===== src/sfrc_pkg.sv =====
// shared constants, types and tables of the single frequency response correlator
package sfrc_pkg;

  localparam int DEF_SAMPLE_BITS   = 16;
  localparam int DEF_ACC_BITS      = 48;
  localparam int DEF_CORDIC_STAGES = 16;

  // cordic datapath widths (the vectoring input is a 32-bit value shifted up by 16)
  localparam int CW    = 51;
  localparam int ZW    = 34;
  localparam int CNT_W = 7;
  localparam int OP_W  = 5;
  localparam int CFG_IDX_W = 1;

  localparam logic [31:0] CORDIC_GAIN_INV = 32'd652032874;

  localparam logic [CFG_IDX_W-1:0] CFG_PHASE_STEP = 1'd0;
  localparam logic [CFG_IDX_W-1:0] CFG_DRIVE_AMP  = 1'd1;

  localparam logic [1:0] STATUS_OK   = 2'd0;
  localparam logic [1:0] STATUS_TZERO = 2'd1;
  localparam logic [1:0] STATUS_SAT  = 2'd2;

  // datapath operations, one per controller state
  localparam logic [OP_W-1:0] OP_IDLE  = 5'd0;
  localparam logic [OP_W-1:0] OP_ANG   = 5'd1;
  localparam logic [OP_W-1:0] OP_RINIT = 5'd2;
  localparam logic [OP_W-1:0] OP_ROT   = 5'd3;
  localparam logic [OP_W-1:0] OP_TRIG  = 5'd4;
  localparam logic [OP_W-1:0] OP_MULS  = 5'd5;
  localparam logic [OP_W-1:0] OP_ACCS  = 5'd6;
  localparam logic [OP_W-1:0] OP_ACCC  = 5'd7;
  localparam logic [OP_W-1:0] OP_DINI  = 5'd8;
  localparam logic [OP_W-1:0] OP_DIVI  = 5'd9;
  localparam logic [OP_W-1:0] OP_DFNI  = 5'd10;
  localparam logic [OP_W-1:0] OP_DINQ  = 5'd11;
  localparam logic [OP_W-1:0] OP_DIVQ  = 5'd12;
  localparam logic [OP_W-1:0] OP_DFNQ  = 5'd13;
  localparam logic [OP_W-1:0] OP_SQI   = 5'd14;
  localparam logic [OP_W-1:0] OP_SQQ   = 5'd15;
  localparam logic [OP_W-1:0] OP_SQRT  = 5'd16;
  localparam logic [OP_W-1:0] OP_GINI  = 5'd17;
  localparam logic [OP_W-1:0] OP_GDIV  = 5'd18;
  localparam logic [OP_W-1:0] OP_GFIN  = 5'd19;
  localparam logic [OP_W-1:0] OP_VINI  = 5'd20;
  localparam logic [OP_W-1:0] OP_VEC   = 5'd21;
  localparam logic [OP_W-1:0] OP_FIN   = 5'd22;

  typedef struct packed {
    logic [OP_W-1:0]  op;
    logic [CNT_W-1:0] iter;
    logic             load;
  } cmd_t;

  typedef struct packed {
    logic last;
    logic t_zero;
    logic out_free;
  } sts_t;

  // dividend width shared by the scaling and gain divisions
  function automatic int div_width(input int acc_bits, input int sample_bits);
    return (acc_bits > sample_bits + 31) ? acc_bits : sample_bits + 31;
  endfunction

  // atan(2^-i) as a turn fraction, 2^32 is a turn
  function automatic logic [31:0] atan_turn(input logic [4:0] idx);
    logic [31:0] a;
    case (idx)
      5'd0:  a = 32'd536870912;
      5'd1:  a = 32'd316933406;
      5'd2:  a = 32'd167458907;
      5'd3:  a = 32'd85004756;
      5'd4:  a = 32'd42667331;
      5'd5:  a = 32'd21354465;
      5'd6:  a = 32'd10679838;
      5'd7:  a = 32'd5340245;
      5'd8:  a = 32'd2670163;
      5'd9:  a = 32'd1335087;
      5'd10: a = 32'd667544;
      5'd11: a = 32'd333772;
      5'd12: a = 32'd166886;
      5'd13: a = 32'd83443;
      5'd14: a = 32'd41721;
      5'd15: a = 32'd20860;
      5'd16: a = 32'd10430;
      5'd17: a = 32'd5215;
      5'd18: a = 32'd2607;
      5'd19: a = 32'd1303;
      5'd20: a = 32'd651;
      5'd21: a = 32'd325;
      5'd22: a = 32'd162;
      5'd23: a = 32'd81;
      default: a = 32'd0;
    endcase
    return a;
  endfunction

  // round to q1.15 with clamping
  function automatic logic signed [15:0] q15_round(input logic signed [CW-1:0] v);
    logic signed [CW-1:0] r;
    logic signed [15:0] q;
    r = (v + CW'(16384)) >>> 15;
    if (r > CW'(32767)) q = 16'sd32767;
    else if (r < -CW'(32768)) q = -16'sd32768;
    else q = r[15:0];
    return q;
  endfunction

endpackage


===== src/sfrc_ctrl.sv =====
// sequencer for the correlator datapath
module sfrc_ctrl #(
  parameter int SAMPLE_BITS   = sfrc_pkg::DEF_SAMPLE_BITS,
  parameter int ACC_BITS      = sfrc_pkg::DEF_ACC_BITS,
  parameter int CORDIC_STAGES = sfrc_pkg::DEF_CORDIC_STAGES
) (
  input  logic          clk,
  input  logic          rst_n,
  input  logic          in_valid,
  output logic          in_stall,
  input  sfrc_pkg::sts_t sts,
  output sfrc_pkg::cmd_t cmd
);
  import sfrc_pkg::*;

  localparam int DW = div_width(ACC_BITS, SAMPLE_BITS);

  localparam logic [OP_W-1:0] S_IDLE  = OP_IDLE;
  localparam logic [OP_W-1:0] S_ANG   = OP_ANG;
  localparam logic [OP_W-1:0] S_RINIT = OP_RINIT;
  localparam logic [OP_W-1:0] S_ROT   = OP_ROT;
  localparam logic [OP_W-1:0] S_TRIG  = OP_TRIG;
  localparam logic [OP_W-1:0] S_MULS  = OP_MULS;
  localparam logic [OP_W-1:0] S_ACCS  = OP_ACCS;
  localparam logic [OP_W-1:0] S_ACCC  = OP_ACCC;
  localparam logic [OP_W-1:0] S_DINI  = OP_DINI;
  localparam logic [OP_W-1:0] S_DIVI  = OP_DIVI;
  localparam logic [OP_W-1:0] S_DFNI  = OP_DFNI;
  localparam logic [OP_W-1:0] S_DINQ  = OP_DINQ;
  localparam logic [OP_W-1:0] S_DIVQ  = OP_DIVQ;
  localparam logic [OP_W-1:0] S_DFNQ  = OP_DFNQ;
  localparam logic [OP_W-1:0] S_SQI   = OP_SQI;
  localparam logic [OP_W-1:0] S_SQQ   = OP_SQQ;
  localparam logic [OP_W-1:0] S_SQRT  = OP_SQRT;
  localparam logic [OP_W-1:0] S_GINI  = OP_GINI;
  localparam logic [OP_W-1:0] S_GDIV  = OP_GDIV;
  localparam logic [OP_W-1:0] S_GFIN  = OP_GFIN;
  localparam logic [OP_W-1:0] S_VINI  = OP_VINI;
  localparam logic [OP_W-1:0] S_VEC   = OP_VEC;
  localparam logic [OP_W-1:0] S_FIN   = OP_FIN;

  logic [OP_W-1:0]  state_r, state_nxt;
  logic [CNT_W-1:0] cnt_r, cnt_nxt;
  logic [CNT_W-1:0] lim_m1;
  logic             iterating;
  logic             done;

  always_comb begin
    iterating = 1'b1;
    case (state_r)
      S_ROT, S_VEC:          lim_m1 = CNT_W'(CORDIC_STAGES - 1);
      S_DIVI, S_DIVQ, S_GDIV: lim_m1 = CNT_W'(DW - 1);
      S_SQRT:                lim_m1 = CNT_W'(31);
      default: begin
        lim_m1 = '0;
        iterating = 1'b0;
      end
    endcase
  end

  assign done = (cnt_r == lim_m1);

  always_comb begin
    state_nxt = state_r;
    case (state_r)
      S_IDLE:  if (in_valid) state_nxt = S_ANG;
      S_ANG:   state_nxt = S_RINIT;
      S_RINIT: state_nxt = S_ROT;
      S_ROT:   if (done) state_nxt = S_TRIG;
      S_TRIG:  state_nxt = S_MULS;
      S_MULS:  state_nxt = S_ACCS;
      S_ACCS:  state_nxt = S_ACCC;
      S_ACCC: begin
        if (!sts.last) state_nxt = S_IDLE;
        else if (sts.t_zero) state_nxt = S_FIN;
        else state_nxt = S_DINI;
      end
      S_DINI:  state_nxt = S_DIVI;
      S_DIVI:  if (done) state_nxt = S_DFNI;
      S_DFNI:  state_nxt = S_DINQ;
      S_DINQ:  state_nxt = S_DIVQ;
      S_DIVQ:  if (done) state_nxt = S_DFNQ;
      S_DFNQ:  state_nxt = S_SQI;
      S_SQI:   state_nxt = S_SQQ;
      S_SQQ:   state_nxt = S_SQRT;
      S_SQRT:  if (done) state_nxt = S_GINI;
      S_GINI:  state_nxt = S_GDIV;
      S_GDIV:  if (done) state_nxt = S_GFIN;
      S_GFIN:  state_nxt = S_VINI;
      S_VINI:  state_nxt = S_VEC;
      S_VEC:   if (done) state_nxt = S_FIN;
      S_FIN:   if (sts.out_free) state_nxt = S_IDLE;
      default: state_nxt = S_IDLE;
    endcase
  end

  assign cnt_nxt = (iterating && !done) ? cnt_r + 1'b1 : '0;

  always_ff @(posedge clk) begin
    if (!rst_n) begin
      state_r <= S_IDLE;
      cnt_r   <= '0;
    end else begin
      state_r <= state_nxt;
      cnt_r   <= cnt_nxt;
    end
  end

  assign in_stall = (state_r != S_IDLE);
  assign cmd.op   = state_r;
  assign cmd.iter = cnt_r;
  assign cmd.load = (state_r == S_IDLE) && in_valid;

  a_rot_bound: assert property (@(posedge clk) disable iff (!rst_n)
    (state_r == S_ROT) |-> (cnt_r < CNT_W'(CORDIC_STAGES)))
    else $error("cordic iteration count out of range");

  a_plain_item_back: assert property (@(posedge clk) disable iff (!rst_n)
    (state_r == S_ACCC && !sts.last) |=> (state_r == S_IDLE))
    else $error("non-final item did not return to idle");

  a_fin_release: assert property (@(posedge clk) disable iff (!rst_n)
    (state_r == S_FIN && sts.out_free) |=> (state_r == S_IDLE))
    else $error("result commit did not release the sequencer");

endmodule


===== config.mk =====
export PLATFORM = sky130hd
export DESIGN_NAME = sfrc_ctrl
export DESIGN_NICKNAME = d
export VERILOG_FILES = /design/src/sfrc_pkg.sv /design/src/sfrc_ctrl.sv
export SDC_FILE = /design/constraint.sdc
export NUM_CORES = 1
export LEC_CHECK = 0
export ABC_CLOCK_PERIOD_IN_PS = 5700
export BUFFER_PORTS_ARGS = -buffer_cell sky130_fd_sc_hd__clkbuf_2
export CAP_MARGIN = 20
export CORE_ASPECT_RATIO = 1.75
export CORE_MARGIN = 2
export CORE_UTILIZATION = 35
export CTS_BUF_LIST = sky130_fd_sc_hd__clkbuf_4 sky130_fd_sc_hd__clkbuf_8
export CTS_CLUSTER_SIZE = 14
export DETAILED_ROUTE_END_ITERATION = 8
export SKIP_LAST_GASP = 1
export SYNTH_ARGS = -nofsm -noshare
export SYNTH_HDL_FRONTEND = slang
export SYNTH_SLANG_ARGS = --single-unit

===== constraint.sdc =====
create_clock -name clk -period 5.7 [get_ports clk]
set_clock_uncertainty 0.05 [all_clocks]
set_input_delay 0.855 -clock clk [delete_from_list [all_inputs] [get_ports clk]]
set_output_delay 0.855 -clock clk [all_outputs]
set_load 0.01 [all_outputs]

* After elaboration in Yosys (flattened, before gate mapping) *
Index checks and enable logic that the tools add are counted.

storage, ports and cells
  register bits = 12
  input bits = 6
  word-level logic and storage cells = 57

operators by class
  $add $sub $neg = 1
  equality and inequality tests = 31
  muxes and demuxes = 13
  reduce and logical (&&, ||, !) cells = 10

operators with widths
  kind                                                 count
  case mux 5 bit (23 select lines)                     1
  two-way mux 5 bit                                    10
  equality test 5 x 4 -> 1 bit, second input constant  8
  equality test 5 bit, second input constant           7
  equality test 5 x 3 -> 1 bit, second input constant  4
  case mux 6 bit (3 select lines)                      1
  != test 2 bit, second input constant                 8
  equality test 5 x 2 -> 1 bit, second input constant  2
  AND reduction 8 bit                                  1
  adder 7 x 1 -> 7 bit, second input constant          1
  equality test 7 bit                                  1
  OR reduction 6 bit                                   1
  equality test 5 x 1 -> 1 bit, second input constant  1
  zero test 5 bit                                      1
  nonzero test 5 bit                                   1
  OR reduction 3 bit                                   1
  logical AND 1 bit                                    2
  AND reduction 2 bit                                  1
  OR reduction 2 bit                                   1
  zero test 1 bit                                      1
  two-way mux 1 bit                                    1

* Depth between registers and ports, before layout *
Gate-level depths: netlist (run 1).

  depth after elaboration = 7
  depth in mapped cells = 7

* Worst setup path after synthesis (run 1) *
No wires, ideal clock.

  kind = flip-flop to output port
  start point = register state_r[2]
  end point = output port cmd[0] in the netlist's numbering
  arrival = 1.147 ns
  data required time = 4.795 ns
  setup slack = 3.648 ns
  stages on the path, launching flop included = 4
  buffers on the path = 0
  path through = dfxtp_1 > or3_1 > nand2b_1 > nor2_1

RTL lines
  what                    RTL line          source
  from (decl)             sfrc_ctrl.sv:42   logic [OP_W-1:0] state_r, state_nxt;
  from (signal assigned)  sfrc_ctrl.sv:104  state_r <= state_nxt;
  to (decl)               sfrc_ctrl.sv:12   output sfrc_pkg::cmd_t cmd

==> impl_metrics.json, run 1 <==
{
  "status": "complete, no violations",
  "cp.required_ns": 4.80,
  "syn_inst": 102,
  "port_buffers": 19,
  "stdcell_area_um2": 967,
  "postCtsSetupBuffers": 0,
  "die_w_um": 40.7,
  "layout_setup_ws_ns": 3.22,
  "clk_latency_ns": 0.24,
  "post-place-ws_ns": 3.49,
  "wl_met2_um": 959,
  "hold_viol_final": 0,
  "hold-path-cell-count": 1,
  "comb_power_share_pct": 15.4,
  "drive_gt1_share_pct": 25.4,
  "max-cap-violations": 0,
  "synth_cell_types": 39,
  "grt-ovfl-total": 0,
  "p_total_mw": 0.222,
  "seqPwrFrac_pct": 42.9,
  "highest_layer": "met4",
  "antenna_found_initial": 0,
  "clkSinkCount": 12,
  "routed-wl-met3_um": 76,
  "end_kind": "output pin",
  "finalSetupViolations": 0,
  "detail-route-antenna-nets": 0,
  "row_count": 23,
  "ff2ff_path_depth": 6,
  "boundaryPins": 20,
  "worst_pin_slew_ns": 0.559,
  "routed_via_density": 5.50,
  "grt_max_degree": 21,
  "switching_share_pct": 26.4,
  "grt_util_all_layers_pct": 15.9,
  "grt_pass1_vias": 696,
  "r2r-end": "state_r[1]$_SDFFE_PN0P_",
  "peakVddDrop_v": 0.000218,
  "intPower_mw": 0.164,
  "critPathMaxStageDelay_ns": 0.46,
  "worst-endpoint-arrival_ns": 1.58,
  "clockPowerShare_pct": 41.7,
  "antenna-diode-count": 0,
  "routabilityCongestion": 0.812,
  "hold_start": "cnt_r[0]$_SDFF_PN0_",
  "path_clk_slew_ns": 0.06,
  "rsz0062_at_grt": "false",
  "final_cells": 143,
  "synthArstFlopShare_pct": 0,
  "synth_warnings": 0,
  "cts_buffers": 3,
  "cts_max_level": 1,
  "cts_tree": "done",
  "yosysSeqAreaShare_pct": 29.0,
  "reg2reg_from": "state_r[4]$_SDFFE_PN0P_",
  "post_cts_resized": 0,
  "path_max_fanout": 17,
  "ys.flop_type": "dfxtp_1",
  "met1_length_um": 787,
  "start_util_pct": 36.4,
  "hold_path_end": "cnt_r[0]$_SDFF_PN0_",
  "cts_hold_buf": 0,
  "synth_area_um2": 827,
  "hpwl_mm": 1.39,
  "die_h_um": 68.3,
  "firstDrtPassIters": 4,
  "fin_setup_tns_ns": 0,
  "cts.path.max_buffers": 2,
  "crit_path_start_kind": "flip-flop",
  "nets": 126,
  "crit_chain": "or3_1 -> nand2b_1 -> nor2_1 -> clkbuf_2",
  "fmax_ghz": 0.402,
  "finalCriticalPeriod_ns": 2.48,
  "fp.coreArea_um2": 2270,
  "die_area_um2": 2780,
  "slowest_stage": "dfxtp_1",
  "cts_root_buf": "clkbuf_8",
  "num_vias": 786,
  "critical_path_class": "flip-flop to output pin",
  "drt-total-wl_mm": 1.85,
  "area_growth_pct": 16.9,
  "max-slew-margin-rel_pct": 62.7,
  "routedWlPerCell_um": 12.9,
  "power.leakage_nw": 0.371,
  "grt_pass1_wl_mm": 3.04,
  "drt_iter0_markers": 9,
  "dp_cells": 139,
  "p_switching_mw": 0.0586,
  "slew_violations": 0,
  "syn_nets": 109,
  "synth-seq-cells": 12,
  "place_area_um2": 912,
  "hold_class": "flip-flop to flip-flop",
  "fin_crit_sh_pct": 43.6,
  "synth-edff-count": 0,
  "rrSetupSlack_ns": 3.51,
  "final_util_pct": 42.5,
  "whs_ns": 0.424,
  "synth.avg_cell_area_um2": 8.11,
  "drc": 0,
  "power_density_nw_per_um2": 230
}
==> kinds of logic after synthesis <==
family | synth area share (%)
AOI/OAI and AO/OA | 20.3
xor gates and xnor gates | 6.35
adders and majority gates | 1.51
buffers and inverters | 7.26
DFF | 29.0
muxes | 3.63
and+or+nand+nor | 31.9
==> power by group through the flow <==
stage	Clock [mW]	Combinational, mW	Sequential [mW]
after CTS	0.0957	0.0346	0.0954
final	0.0927	0.0342	0.0954
after global routing	0.100	0.0379	0.0968
after floorplan	0	0.0297	0.0921
after global placement	0	0.0338	0.0970
after detailed placement	0	0.0344	0.0972
==> worst max-delay path, delay by kind of cell (launching register included) <==
family | cells | cell delay [ns]
buffers and inverters | 1 | 0.13
DFF | 1 | 0.46
and+or+nand+nor | 3 | 0.75
==> flip-flops by register name (all words and copies together) (netlist names) <==
name / cells
cnt_r: 7
state_r: 5
==> worst max path at each step <==
stage / start / to / slack, ns / cells past startpoint
3_3_place_gp: state_r[2]$_SDFFE_PN0P_ / cmd[0] / 3.51 / 4
5_1_grt: state_r[3]$_SDFFE_PN0P_ / cmd[0] / 3.14 / 4
6_report: state_r[3]$_SDFFE_PN0P_ / cmd[0] / 3.22 / 4
3_5_place_dp: state_r[3]$_SDFFE_PN0P_ / cmd[0] / 3.49 / 4
2_1_floorplan: state_r[2]$_SDFFE_PN0P_ / cmd[0] / 3.65 / 3
4_1_cts: state_r[3]$_SDFFE_PN0P_ / cmd[0] / 3.22 / 4
==> per-layer routing <==
layer,vias up,track usage [%]
li1,399,-
met3,4,2.92
met1,364,20.0
met4,0,7.08
met5,-,0
met2,19,25.2
==> cells in the final DEF, fill, tap and decap left out, types with 4 or more instances in the layout <==
cell,synthesis,final
clkbuf_8,0,4
dfxtp_1,12,12
a21oi_1,6,6
nand2_1,11,11
inv_1,4,4
xnor2_1,4,4
clkbuf_2,0,19
nor2_1,15,15
==> cells in the mapped netlist (all sizes together) (3+ instances only) <==
| cell | n | area share [%] |
|---|---|---|
| nor3b | 3 | 2.7 |
| dfxtp | 12 | 29 |
| a21oi | 6 | 3.6 |
| nand3 | 3 | 1.8 |
| xnor2 | 4 | 4.2 |
| inv | 5 | 2.3 |
| clkbuf | 3 | 1.4 |
| nand2 | 11 | 5.0 |
| o21ai | 3 | 1.8 |
| mux2i | 3 | 3.6 |
| buf | 4 | 3.6 |
| nor2 | 15 | 6.8 |
==> cell type report <==
type | instances | area (um2)
clock buffer | 4 | 55.1
fill | 251 | 1310
inverter | 5 | 18.8
multi-input combinational | 78 | 527
sequential | 12 | 240
tap | 25 | 31.3
timing repair buffer | 19 | 95.1
(Power assumes the default switching activity.)
==> inputs of run 2 (changes only) <==
- ABC_CLOCK_PERIOD_IN_PS: 5700 -> 2100
- clock period: 5.7 -> 2.1 ns (I/O delays scaled with it)
==> run 2 against run 1 <==
  * First-iteration DRC count grew 130%
  * Wire length grew 4.3%
  * Sequential share of layout area down 1.4 points
  * Total power rose to 2.8 times the previous value
  * Core utilization increased by 2.7 points
  * Combinational power grew to 3.3 times the previous value
  * Sequential cell count unchanged
  * Via count is 3.9% higher
  * Sequential power grew to 2.7 times the previous value
  * Critical path depth rose by 2
  * Largest power group unchanged
  * Highest routed layer unchanged
==> impl_metrics.json, run 2 (same netlist as run 1, synthesis figures left out) <==
{
  "largest_register": "cnt_r",
  "critical_path_class": "flip-flop to flip-flop",
  "routedWlPerCell_um": 12.8,
  "fp.coreArea_um2": 2270,
  "rrSetupSlack_ns": 0.12,
  "cp.required_ns": 2.17,
  "clkSinkCount": 12,
  "reg2reg_from": "state_r[4]$_SDFFE_PN0P_",
  "port_buffers": 19,
  "cts_root_buf": "clkbuf_8",
  "cts_max_level": 1,
  "ff2ff_path_depth": 6,
  "drt-total-wl_mm": 1.93,
  "fmax_ghz": 0.504,
  "finalSetupViolations": 0,
  "routabilityCongestion": 0.847,
  "start_util_pct": 36.4,
  "path_max_fanout": 9,
  "worst_pin_slew_ns": 0.361,
  "status": "complete, no violations",
  "detail-route-antenna-nets": 0,
  "cts_tree": "done",
  "hold_start": "rst_n",
  "clk_latency_ns": 0.24,
  "grt_max_degree": 14,
  "worst-endpoint-arrival_ns": 2.05,
  "p_total_mw": 0.617,
  "boundaryPins": 20,
  "drc": 0,
  "layout_common_cells": "19 x clkbuf_2, 15 x nor2_1, 11 x nand2_1, 11 x dfxtp_1, 8 x buf_4",
  "reg.largest.list": "cnt_r (7), state_r (5)",
  "hpwl_mm": 1.52,
  "die_h_um": 68.3,
  "power.leakage_nw": 0.414,
  "power_density_nw_per_um2": 600,
  "final_common_cell": "clkbuf_2",
  "num_vias": 817,
  "area_growth_pct": 24.4,
  "r2r-end": "state_r[1]$_SDFFE_PN0P_",
  "die_area_um2": 2780,
  "antenna-diode-count": 0,
  "max-slew-margin-rel_pct": 75.7,
  "hold-path-cell-count": 3,
  "crit_path_start_kind": "flip-flop",
  "cts_buffers": 3,
  "routed_via_density": 5.41,
  "end_kind": "flip-flop",
  "cts_hold_buf": 0,
  "finalCriticalPeriod_ns": 1.98,
  "fin_setup_tns_ns": 0,
  "drive_gt1_share_pct": 31.0,
  "cts.path.max_buffers": 2,
  "grt_pass1_vias": 721,
  "fin_crit_sh_pct": 94.5,
  "die_w_um": 40.7,
  "peakVddDrop_v": 0.000490,
  "stdcell_area_um2": 1030,
  "hold_viol_final": 0,
  "nets": 134,
  "hold_path_end": "state_r[4]$_SDFFE_PN0P_",
  "firstDrtPassIters": 4,
  "path_clk_slew_ns": 0.05,
  "slew_violations": 0,
  "grt_pass1_wl_mm": 3.14,
  "grt_util_all_layers_pct": 16.4,
  "nFillCells": 255,
  "row_count": 23,
  "place_area_um2": 972,
  "largest_register_ffs": 7,
  "grt-ovfl-total": 0,
  "drt_iter0_markers": 21,
  "rsz0062_at_grt": "false",
  "antenna_found_initial": 0,
  "hold_class": "input port to flip-flop",
  "max-cap-violations": 0
}
run 2: changes by cell type in the layout (fill, tap and decap cells not counted):
cell,previous run,this run
buf_4,0,8
dfxtp_1,12,11
dfxtp_2,0,1
run 2: worst max path at each step:
stage | end | slack [ns] | startpoint | cells after the start
floorplan | state_r[1]$_SDFFE_PN0P_ | 0.18 | state_r[4]$_SDFFE_PN0P_ | 7
global placement | state_r[1]$_SDFFE_PN0P_ | 0.11 | state_r[0]$_SDFFE_PN0P_ | 6
detailed placement | state_r[1]$_SDFFE_PN0P_ | 0.1 | state_r[0]$_SDFFE_PN0P_ | 6
CTS | state_r[1]$_SDFFE_PN0P_ | 0.09 | state_r[0]$_SDFFE_PN0P_ | 6
global route | state_r[1]$_SDFFE_PN0P_ | 0.02 | state_r[4]$_SDFFE_PN0P_ | 6
finish | state_r[1]$_SDFFE_PN0P_ | 0.12 | state_r[4]$_SDFFE_PN0P_ | 6
run 2: power by group:
group	switching (mW)	internal [mW]
Clock	0.0863	0.166
Combinational	0.0596	0.0524
Sequential	0.0168	0.236
run 2: cell type report:
type                       instances  area, um2  share of cell area [%]
multi-input combinational         78        527                    51.2
sequential                        12        241                    23.5
timing repair buffer              27        155                    15.1
clock buffer                       4       55.1                    5.35
tap                               25       31.3                    3.04
inverter                           5       18.8                    1.82
run 2: metal layers:
| metal | wire, um | global-route usage, % | share of wire, % | vias up |
|---|---|---|---|---|
| met5 | 0 | 0 | 0 | - |
| met4 | 62 | 8.33 | 3.2 | 0 |
| met3 | 75 | 3.25 | 3.9 | 6 |
| met2 | 988 | 26.8 | 51 | 18 |
| met1 | 802 | 19.1 | 42 | 379 |
| li1 | - | - | - | 414 |
run 2: worst max-delay path, stage by stage (launching register included):
cell and delay [ns]:
dfxtp_1 0.47, and4bb_1 0.26, a311oi_2 0.26, a2bb2oi_2 0.22, a31oi_4 0.07, or3_4 0.42
mux2i_1 0.12
run 2: repair_timing:
item | CTS | global route
gates resized for setup | 0 | 1
endpoints found under the setup margin | 0 | 2
setup buffers | 0 | 0
run 2: through the flow:
stage               utilization, %  instances  hold slack, ns  setup WS, ns
floorplan                        -        102           0.430         0.182
global placement              42.8        147           0.415         0.109
detailed placement            42.8        147           0.435        0.0963
CTS                           45.2        151           0.388        0.0906
global route                  45.2        151           0.425        0.0161
finish                        45.2        151           0.388         0.116
==> inputs of run 3 (changes only) <==
- RECOVER_POWER: default -> 100
==> run 3 against run 2 <==
  * Worst setup slack improved by 0.010 ns
  * Core utilization decreased by 1.2 points
  * Critical path depth unchanged
  * Sequential cell count unchanged
  * Worst hold slack improved by 0.0018 ns
  * Sequential share of layout area increased by 0.65 points
  * Global-route usage unchanged
==> impl_metrics.json, run 3 (same netlist as run 1, synthesis figures left out) <==
{
  "status": "complete, no violations",
  "antenna_found_initial": 0,
  "critPathMaxStageDelay_ns": 0.46,
  "cts_tree": "done",
  "routabilityCongestion": 0.847,
  "finalSetupViolations": 0,
  "postCtsSetupBuffers": 0,
  "hold_class": "input port to flip-flop",
  "clkSinkCount": 12,
  "nets": 134,
  "cts_buffers": 3,
  "cts.path.max_buffers": 2,
  "post_cts_resized": 0,
  "slew_violations": 0,
  "layout_common_cells": "15 x nor2_1, 14 x clkbuf_1, 11 x nand2_1, 11 x dfxtp_1, 9 x clkbuf_2",
  "nFillCells": 264,
  "max-cap-violations": 0,
  "hold_start": "rst_n",
  "row_count": 23,
  "power_density_nw_per_um2": 611,
  "firstDrtPassIters": 4,
  "fp.coreArea_um2": 2270,
  "max-slew-margin-rel_pct": 75.7,
  "ff2ff_path_depth": 6,
  "die_area_um2": 2780,
  "dp_cells": 147,
  "routed_via_density": 5.44,
  "antenna-diode-count": 0,
  "worst_pin_slew_ns": 0.360,
  "grt_max_degree": 14,
  "start_util_pct": 36.4,
  "power.leakage_nw": 0.363,
  "reg2reg_from": "state_r[4]$_SDFFE_PN0P_",
  "drt_iter0_markers": 15,
  "fin_crit_sh_pct": 94.0,
  "path_clk_slew_ns": 0.05,
  "clk_latency_ns": 0.24,
  "fmax_ghz": 0.507,
  "post-place-ws_ns": 0.0963,
  "finalCriticalPeriod_ns": 1.97,
  "critical_path_class": "flip-flop to flip-flop",
  "p_total_mw": 0.611,
  "layout_setup_ws_ns": 0.126,
  "fin_setup_tns_ns": 0,
  "routedWlPerCell_um": 12.8,
  "grt_pass1_wl_mm": 3.14,
  "grt_pass1_vias": 721,
  "hold_path_end": "state_r[4]$_SDFFE_PN0P_",
  "drive_gt1_share_pct": 19.8,
  "end_kind": "flip-flop",
  "worst-endpoint-arrival_ns": 2.05,
  "hpwl_mm": 1.52,
  "final_cells": 151,
  "cts_root_buf": "clkbuf_8",
  "cts_max_level": 1,
  "rrSetupSlack_ns": 0.13,
  "rsz0062_at_grt": "false",
  "die_h_um": 68.3,
  "cp.required_ns": 2.17,
  "port_buffers": 19,
  "r2r-end": "state_r[1]$_SDFFE_PN0P_",
  "reg.largest.list": "cnt_r (7), state_r (5)",
  "boundaryPins": 20,
  "peakVddDrop_v": 0.000479,
  "area_growth_pct": 21.0,
  "slowest_stage": "dfxtp_1",
  "grt-ovfl-total": 0,
  "die_w_um": 40.7,
  "drc": 0,
  "largest_register_ffs": 7,
  "path_max_fanout": 9,
  "final_common_cell": "nor2_1",
  "drt-total-wl_mm": 1.93,
  "largest_register": "cnt_r",
  "hold-path-cell-count": 3,
  "cts_hold_buf": 0,
  "hold_viol_final": 0,
  "crit_path_start_kind": "flip-flop",
  "detail-route-antenna-nets": 0,
  "num_vias": 821,
  "crit_chain": "and4bb_1 -> a311oi_2 -> a2bb2oi_2 -> a31oi_4 -> or3_4 -> mux2i_1",
  "grt_util_all_layers_pct": 16.4
}
-- run 3: cell count changes in the layout (fill, tap and decap cells not counted) --
cell      delta
clkbuf_2    -10
clkbuf_1    +14
buf_4        -4
-- run 3: power breakdown --
group	switching (mW)	internal [mW]
clock	0.0878	0.166
sequential	0.0165	0.236
combinational	0.0591	0.0462
-- run 3: cell type report --
type | count | area, um2 | area share, %
repair buffers | 27 | 128 | 12.7
inverters | 5 | 18.8 | 1.88
multi-input cells | 78 | 527 | 52.6
well taps | 25 | 31.3 | 3.13
flip-flops and latches | 12 | 241 | 24.1
clock buffers | 4 | 55.1 | 5.50
-- run 3: through the flow --
step / util (%) / hold WS (ns) / cell area, um2
5_1_grt: 44.0 / 0.428 / 1000
3_5_place_dp: 42.8 / 0.435 / 972
2_1_floorplan: - / 0.430 / 827
4_1_cts: 45.2 / 0.388 / 1030
6_report: 44.0 / 0.390 / 1000
3_3_place_gp: 42.8 / 0.415 / 972
-- run 3: worst max-delay path by stage --
stage                         endpoint                     from
6_report       state_r[1]$_SDFFE_PN0P_  state_r[4]$_SDFFE_PN0P_
5_1_grt        state_r[1]$_SDFFE_PN0P_  state_r[4]$_SDFFE_PN0P_
4_1_cts        state_r[1]$_SDFFE_PN0P_  state_r[0]$_SDFFE_PN0P_
3_5_place_dp   state_r[1]$_SDFFE_PN0P_  state_r[0]$_SDFFE_PN0P_
3_3_place_gp   state_r[1]$_SDFFE_PN0P_  state_r[0]$_SDFFE_PN0P_
2_1_floorplan  state_r[1]$_SDFFE_PN0P_  state_r[4]$_SDFFE_PN0P_
-- run 3: per-layer routing --
layer / GRT usage (%) / vias up / routed length, um
met3: 3.25 / 6 / 85
li1: - / 413 / -
met5: 0 / - / 0
met1: 19.1 / 380 / 795
met2: 26.8 / 22 / 985
met4: 8.33 / 0 / 62
-- run 3: worst max-delay path, delay by kind of cell, from the launching register on --
kind | cells | cell delay (ns)
AND/OR/NAND/NOR | 2 | 0.68
AO/OA/AOI/OAI | 3 | 0.55
flip-flops | 1 | 0.46
multiplexers | 1 | 0.12
